[src/design/fss_pkg.sv]
// shared constants and a case-folding helper for the fuzzy subsequence scorer
// no dependencies

package fss_pkg;

	localparam int CFG_IDX_W = 3;
	localparam int CFG_DATA_W = 64;
	localparam int LEN_W = 6;
	localparam int SCORE_W = 11;
	localparam int POS_W = 3;
	localparam int ADD_W = 6;
	localparam int BYTES_PER_WORD = 8;

	// register indexes of the configuration port
	localparam logic [CFG_IDX_W-1:0] CFG_QUERY_LENGTH = 3'd0;
	localparam logic [CFG_IDX_W-1:0] CFG_QUERY_WORD0 = 3'd1;

	localparam logic [7:0] CH_SLASH = 8'h2F;
	localparam logic [7:0] CH_UNDERSCORE = 8'h5F;
	localparam logic [7:0] CH_DASH = 8'h2D;
	localparam logic [7:0] CH_UPPER_A = 8'h41;
	localparam logic [7:0] CH_UPPER_Z = 8'h5A;
	localparam logic [7:0] CASE_OFFSET = 8'h20;

	localparam logic [ADD_W-1:0] PTS_MATCH = 6'd10;
	localparam logic [ADD_W-1:0] PTS_WORD_START = 6'd20;
	localparam logic [ADD_W-1:0] PTS_CHAIN = 6'd5;
	localparam logic [ADD_W-1:0] PTS_EARLY = 6'd10;
	localparam logic [POS_W-1:0] EARLY_BYTES = 3'd5;

	// ascii letters only fold to lower case
	function automatic logic [7:0] fold_case(input logic [7:0] c);
		logic [7:0] r;
		r = c;
		if (c >= CH_UPPER_A && c <= CH_UPPER_Z) begin
			r = c + CASE_OFFSET;
		end
		return r;
	endfunction

endpackage

[src/design/fuzzy_subsequence_scorer.sv]
// fuzzy subsequence scorer: input register, per-byte scoring, result register
// a result is written to the result register as the last name byte leaves the input register
// throughput: one name byte per cycle, except while a last byte waits for an unclaimed result
// reset clears the query, per-name state and both valid flags; ready for bytes at once
// depends on fss_pkg and fss_query_regs

module fuzzy_subsequence_scorer #(
	parameter int MAX_QUERY = 32
) (
	input  logic                                 clk,
	input  logic                                 arst_n,
	input  logic                                 in_valid,
	output logic                                 in_ready,
	input  logic [7:0]                           name_byte,
	input  logic                                 name_end,
	output logic                                 out_valid,
	input  logic                                 out_ready,
	output logic [fss_pkg::SCORE_W-1:0]          match_score,
	output logic                                 is_match,
	input  logic                                 cfg_valid,
	output logic                                 cfg_ready,
	input  logic [fss_pkg::CFG_IDX_W-1:0]        cfg_index,
	input  logic [fss_pkg::CFG_DATA_W-1:0]       cfg_data
);
	import fss_pkg::*;

	localparam int IDX_W = (MAX_QUERY > 1) ? $clog2(MAX_QUERY) : 1;

	logic [LEN_W-1:0]           active_len;
	logic [MAX_QUERY-1:0][7:0]  query_chars;

	logic                       valid_s1;
	logic [7:0]                 byte_s1;
	logic                       end_s1;

	logic [LEN_W-1:0]           matched_q;
	logic [SCORE_W-1:0]         score_q;
	logic [7:0]                 prior_q;
	logic [POS_W-1:0]           pos_q;

	logic [SCORE_W-1:0]         score_out_q;
	logic                       match_out_q;
	logic                       out_valid_q;

	logic                       advance;
	logic                       hit;
	logic                       first;
	logic                       after_sep;
	logic                       chain;
	logic [IDX_W-1:0]           cur_idx;
	logic [IDX_W-1:0]           prev_idx;
	logic [ADD_W-1:0]           add;
	logic [LEN_W-1:0]           matched_nxt;
	logic [SCORE_W-1:0]         score_nxt;
	logic                       ok;

	fss_query_regs #(
		.MAX_QUERY(MAX_QUERY)
	) u_query (
		.clk        (clk),
		.arst_n     (arst_n),
		.cfg_valid  (cfg_valid),
		.cfg_index  (cfg_index),
		.cfg_data   (cfg_data),
		.active_len (active_len),
		.query_chars(query_chars)
	);

	assign cfg_ready = 1'b1;

	// a last byte waits only while the previous result is still unclaimed
	assign advance = valid_s1 && !(end_s1 && out_valid_q && !out_ready);
	assign in_ready = !valid_s1 || advance;

	always_ff @(posedge clk or negedge arst_n) begin
		if (!arst_n) begin
			valid_s1 <= 1'b0;
		end else if (in_ready) begin
			valid_s1 <= in_valid;
		end
	end

	always_ff @(posedge clk) begin
		if (in_ready && in_valid) begin
			byte_s1 <= name_byte;
			end_s1 <= name_end;
		end
	end

	assign cur_idx = matched_q[IDX_W-1:0];
	assign prev_idx = IDX_W'(matched_q - LEN_W'(1));
	assign first = (pos_q == '0);
	assign after_sep = (prior_q == CH_SLASH) || (prior_q == CH_UNDERSCORE) ||
		(prior_q == CH_DASH);

	always_comb begin
		hit = 1'b0;
		chain = 1'b0;
		if (matched_q < active_len) begin
			hit = (fold_case(query_chars[cur_idx]) == fold_case(byte_s1));
			chain = (matched_q != '0) && !first &&
				(fold_case(query_chars[prev_idx]) == fold_case(prior_q));
		end
	end

	always_comb begin
		add = PTS_MATCH;
		if (first || after_sep) begin
			add = add + PTS_WORD_START;
		end
		if (chain) begin
			add = add + PTS_CHAIN;
		end
		if (pos_q < EARLY_BYTES) begin
			add = add + PTS_EARLY;
		end
	end

	assign matched_nxt = hit ? matched_q + LEN_W'(1) : matched_q;
	assign score_nxt = hit ? score_q + SCORE_W'(add) : score_q;
	assign ok = (active_len != '0) && (matched_nxt >= active_len);

	always_ff @(posedge clk or negedge arst_n) begin
		if (!arst_n) begin
			matched_q <= '0;
			score_q <= '0;
			prior_q <= '0;
			pos_q <= '0;
		end else if (advance) begin
			if (end_s1) begin
				matched_q <= '0;
				score_q <= '0;
				prior_q <= '0;
				pos_q <= '0;
			end else begin
				matched_q <= matched_nxt;
				score_q <= score_nxt;
				prior_q <= byte_s1;
				if (pos_q < EARLY_BYTES) begin
					pos_q <= pos_q + POS_W'(1);
				end
			end
		end
	end

	always_ff @(posedge clk or negedge arst_n) begin
		if (!arst_n) begin
			out_valid_q <= 1'b0;
		end else if (advance && end_s1) begin
			out_valid_q <= 1'b1;
		end else if (out_ready) begin
			out_valid_q <= 1'b0;
		end
	end

	always_ff @(posedge clk) begin
		if (advance && end_s1) begin
			score_out_q <= ok ? score_nxt : '0;
			match_out_q <= ok;
		end
	end

	assign out_valid = out_valid_q;
	assign match_score = score_out_q;
	assign is_match = match_out_q;

endmodule

[src/design/fss_query_regs.sv]
// query configuration registers: length and query characters
// depends on fss_pkg

module fss_query_regs #(
	parameter int MAX_QUERY = 32
) (
	input  logic                                 clk,
	input  logic                                 arst_n,
	input  logic                                 cfg_valid,
	input  logic [fss_pkg::CFG_IDX_W-1:0]        cfg_index,
	input  logic [fss_pkg::CFG_DATA_W-1:0]       cfg_data,
	output logic [fss_pkg::LEN_W-1:0]            active_len,
	output logic [MAX_QUERY-1:0][7:0]            query_chars
);
	import fss_pkg::*;

	logic [LEN_W-1:0] len_q;

	always_ff @(posedge clk or negedge arst_n) begin
		if (!arst_n) begin
			len_q <= '0;
		end else if (cfg_valid && cfg_index == CFG_QUERY_LENGTH) begin
			len_q <= cfg_data[LEN_W-1:0];
		end
	end

	// only the characters that fit MAX_QUERY are kept
	for (genvar k = 0; k < MAX_QUERY; k++) begin : g_char
		localparam logic [CFG_IDX_W-1:0] WORD_IDX =
			CFG_IDX_W'(int'(CFG_QUERY_WORD0) + k / BYTES_PER_WORD);
		localparam int LANE = k % BYTES_PER_WORD;

		always_ff @(posedge clk or negedge arst_n) begin
			if (!arst_n) begin
				query_chars[k] <= '0;
			end else if (cfg_valid && cfg_index == WORD_IDX) begin
				query_chars[k] <= cfg_data[LANE*8 +: 8];
			end
		end
	end

	assign active_len = (len_q > LEN_W'(MAX_QUERY)) ? LEN_W'(MAX_QUERY) : len_q;

endmodule
[config.mk]
export PLATFORM = sky130hd
export DESIGN_NAME = fuzzy_subsequence_scorer
export DESIGN_NICKNAME = d
export VERILOG_FILES = /design/src/design/fss_pkg.sv /design/src/design/fuzzy_subsequence_scorer.sv /design/src/design/fss_query_regs.sv
export SDC_FILE = /design/constraint.sdc
export NUM_CORES = 1
export LEC_CHECK = 0
export BUFFER_PORTS_ARGS = -buffer_cell sky130_fd_sc_hd__buf_2
export CAP_MARGIN = 20
export CORE_UTILIZATION = 46
export CTS_CLUSTER_DIAMETER = 40
export DETAILED_ROUTE_END_ITERATION = 7
export PLACE_DENSITY = 0.65
export SYNTH_ARGS = -nofsm -noshare
export SYNTH_HDL_FRONTEND = slang
export SYNTH_SLANG_ARGS = --single-unit
export TNS_END_PERCENT = 1
[constraint.sdc]
create_clock -name clk -period 6.7 [get_ports clk]
set_clock_uncertainty 0.05 [all_clocks]
set_input_delay 2.01 -clock clk [delete_from_list [all_inputs] [get_ports clk]]
set_output_delay 2.01 -clock clk [all_outputs]
set_load 0.02 [all_outputs]
==> results.txt <==
TritonCTS built the clock tree. The area taken by flip-flops and latches is 7940 sq um. The part of the power in combinational logic came out at a little under two fifths. The worst setup path is launched from a flop. The kind of cell with the highest combined delay along the critical path is adder cells. In the layout the commonest cells are dfrtp_1, mux2_2, mux4_2, buf_2, nand2_1. The worst slew margin relative to its limit is 25.9%. The routability-driven placement congestion ratio is 0.850.

The relative area change from synthesis to final layout is 16.1%. For this configuration, the core starts out at a cell density of 46.7%. The max-slew violation count came out at 0. The clock drives between 300 and 400 sinks. The power spent charging and discharging nets came out at 2.89 mW. On the critical path, the stage with the largest delay is an instance of ha_2.

Counting flops and latches in the post-synthesis netlist gives 313. The part of the power in the clock network is 32.1%. The worst path required time came out at 7080 ps. The routed wire length per instance came out at 22.9 um.

The worst endpoint data arrival time is 6560 ps. The worst hold path begins at u_query.query_chars[172]. The top cell type by area accounts for 41.6% of the synthesized area.

The number of different library cells used by synthesis comes to a little over 70. The total core area is 37600 sq um. The count of port buffers added during placement is 94. The prevailing post-synth register cell is dfrtp_1. The worst setup path is captured at a flop. In the post-synthesis netlist, the biggest area contributors are dfrtp_1, mux4_2, mux2_2, edfxtp_1, ha_1.

Post-CTS timing repair inserted 0 buffers for setup. The total number of vias came out at 11.5k. The number of global-route vias before repair is 11.7k. Of all nets on the critical path, the largest fanout is 11. The most numerous cell type found on the critical path is ha_1. The run finished with clean final reports. Setup repair after global routing left no endpoint under its margin. The count of endpoints failing hold in the final timing report is 0. For this run, the top clock speed supported by timing is 162 MHz. The worst register-to-register path begins at matched_q[0]. The standard-cell row count is 71. The final setup violation count is 0. The clock tree synthesis step divided the H-tree into 2 levels. dfrtp_1 takes more of the synthesized area than any other cell. After detailed routing, the total wire length is 43.3 mm. The combined area of the multi-input logic cells is 9090 sq um. The starting DRC count in detailed routing is 781. The total I/O pin count is 96. The count of nets left with antenna violations after detail routing is 0.

The internal portion of the total power is between 5 and 6 mW. The count of flip-flops with a built-in enable after synthesis is 21. The detailed placement HPWL came out at 29.3 mm. The number of buffers on the longest clock path is 3.

The count of yosys warnings during synthesis is 0. The worst min-delay path class is flop to flop. The number of filler instances in the final layout is about 3k. By startpoint and endpoint, the worst setup path is classified as flop to flop. The cell area that synthesis handed to floorplanning was approximately 18000 sq um.

The power per cell area came out at 431 nW/um^2. The area enclosed by the die boundary is about 39000 sq um. The final standard cell utilization of the core is around 54%. The cell count after synthesis came out at approximately 1.2k. The timing startpoint of the critical path is matched_q[0]. The hold buffer count at cts is 0. The worst path uses 92.2% of the clock period. The slew at the pin closest to its max-slew limit is 1110 ps. Leaving out fill and tap cells, the most frequent cell in the layout is dfrtp_1.

The smallest clock period supported by the final layout is computed as 6180 ps. The largest net degree at the start of global routing is 120. The fraction of final layout cells with drive strength greater than 1 came out at 46.9%. The detailed-router iteration count before antenna repair is 5. The die span in x is 197 um. For this run, the slowest stage of the critical path takes 520 ps. The die height came out at 197 um.

The final global-route overflow total came out at 0. CTS placed an instance of clkbuf_16 at the clock tree root. Traced cell by cell, the critical path runs through clkinv_1 -> ha_2 -> buf_4 -> mux4_2 -> mux4_2 -> mux2i_1 -> inv_1 -> ha_1 -> o41ai_2 -> xnor2_1 -> nand4_1 -> ha_1 -> xnor2_1 -> ha_1 -> a21oi_1 -> nor2_1 -> nor2_1 -> o21bai_1 -> a21o_1 -> and3_1 -> nand3_1 -> or4_1 -> a21oi_1.

In this run, post-CTS repair resized a total of 0 instances. The switching part of the total came out at between 30% and 40%. The clock slew seen by the registers of the worst setup and hold paths came out at ~50 ps. Using the TritonRoute via totals, the vias-per-cell ratio works out to 6.10. IR analysis of the VDD net gives a maximum drop of 0.218 mV.

The final routed DRC violation total came out at 0. The number of buffers and inverters on the critical path is 3. Counting every net in the synthesized netlist gives ~1.4k. The initial antenna violation count came to 3. The worst-skew pair later-pin latency is between 500 and 600 ps.

The sequential fraction of design power came out at 30.4%. The tool flagged a number of max-cap violations equal to 0. Each instance of the synthesized netlist takes up on average 14.1 sq um.

The async set-reset flop share out of synthesis came out at about 93%. The first-pass GRT wire length came out at 69.5 mm. The share of synthesized area occupied by flip-flops and latches is 45.2%. The clock buffer count from CTS came out at 50.

The summed negative setup slack over all endpoints is 0 ps. The global routing usage summed across all routing layers is 23.4%. For this design the static power due to leakage is approximately 8.2 nW.

The number of nets at the end of the flow is 1449.
[power by group through the flow]
stage	Clock, mW	Combinational, mW	Sequential (mW)
after floorplan	0	2.61	2.53
after global placement	0	3.22	2.68
after detailed placement	0	3.29	2.69
after CTS	2.87	3.31	2.66
after global routing	2.96	3.54	2.72
final	2.82	3.29	2.67
[stage by stage]
step / area, sq um / hold slack (ps) / setup slack [ps] / power [mW] / std cells
2_1_floorplan: 17500 / 427 / 9.38 / 5.14 / 1245
3_3_place_gp: 18500 / 455 / 625 / 5.90 / 1795
3_5_place_dp: 18500 / 462 / 547 / 5.98 / 1795
4_1_cts: 20400 / 474 / 503 / 8.84 / 1887
5_1_grt: 20400 / 488 / 187 / 9.22 / 1888
6_report: 20400 / 474 / 519 / 8.78 / 1889
[cell usage after synthesis (4+ instances only)]
library cell	n
ha_1	30
a221o_1	4
clkbuf_1	45
inv_1	16
mux2_2	267
and2_1	9
dfrtp_1	292
nand2b_1	4
a311o_1	6
nand2_1	62
edfxtp_1	21
nand3_1	30
buf_1	6
mux4_2	139
a21o_1	6
o21ai_0	14
buf_2	16
xnor2_1	20
o31ai_1	6
nand4_1	4
mux2i_1	29
nor2b_1	10
a31oi_1	4
a21oi_1	34
nor3_1	25
a22oi_1	7
buf_6	18
o221ai_1	6
or4_1	8
nor2_1	22
o311ai_1	8
xor2_1	8
[routing by layer]
metal | up-vias | track usage (%) | routed length [um] | share of wire [%]
li1 | 5019 | - | - | -
met1 | 6060 | 31.9 | 18600 | 43
met2 | 355 | 38.2 | 21600 | 50
met3 | 81 | 3.93 | 2100 | 4.9
met4 | 4 | 7.32 | 928 | 2.1
met5 | - | 0 | 25 | 0.058
[worst paths after layout]
path	cells after the start	slack, ps	end
max	23	520	match_score[10]
min	1	470	u_query.query_chars[172]
max reg2reg	23	520	match_score[10]
min reg2reg	1	470	u_query.query_chars[172]
max in group asynchronous	2	3860	u_query.query_chars[44]
min in group asynchronous	1	1470	u_query.query_chars[11]
[layout make-up]
| cell class | instances | share of cell area (%) |
|---|---|---|
| inverter | 19 | 0.350 |
| sequential | 313 | 39.0 |
| timing repair buffer | 128 | 3.79 |
| clock buffer | 63 | 7.15 |
| clock inverter | 29 | 1.96 |
| tap | 511 | 3.14 |
| multi-input combinational | 825 | 44.6 |
| antenna | 1 | 0.0123 |
[flip-flops by register name, indices dropped and copies added, names as in the netlist, 3 cells and up]
name                 count
pos_q                    3
u_query.query_chars    256
u_query.len_q            6
prior_q                  8
matched_q                6
byte_s1                  8
match_score             11
score_q                 11
[worst register-to-register path, stage by stage, from the launching register on]
cell,delay (ps)
dfrtp_4,400
clkinv_1,140
ha_2,520
buf_4,270
mux4_2,340
mux4_2,470
mux2i_1,360
inv_1,140
ha_1,330
o41ai_2,390
xnor2_1,180
nand4_1,180
ha_1,350
xnor2_1,140
ha_1,340
a21oi_1,80
nor2_1,90
nor2_1,70
o21bai_1,170
a21o_1,160
and3_1,150
nand3_1,140
or4_1,430
a21oi_1,150
[logic make-up after synthesis]
logic type                 synth area share (%)
AOI/OAI and AO/OA                          5.16
xor gates and xnor gates                   1.49
adders and majority gates                  2.25
buffers and inverters                      3.24
DFF                                        45.2
muxes                                      36.9
other                                    0.0214
and+or+nand+nor                            5.75
Note: power is estimated with default switching activity, not from simulation.
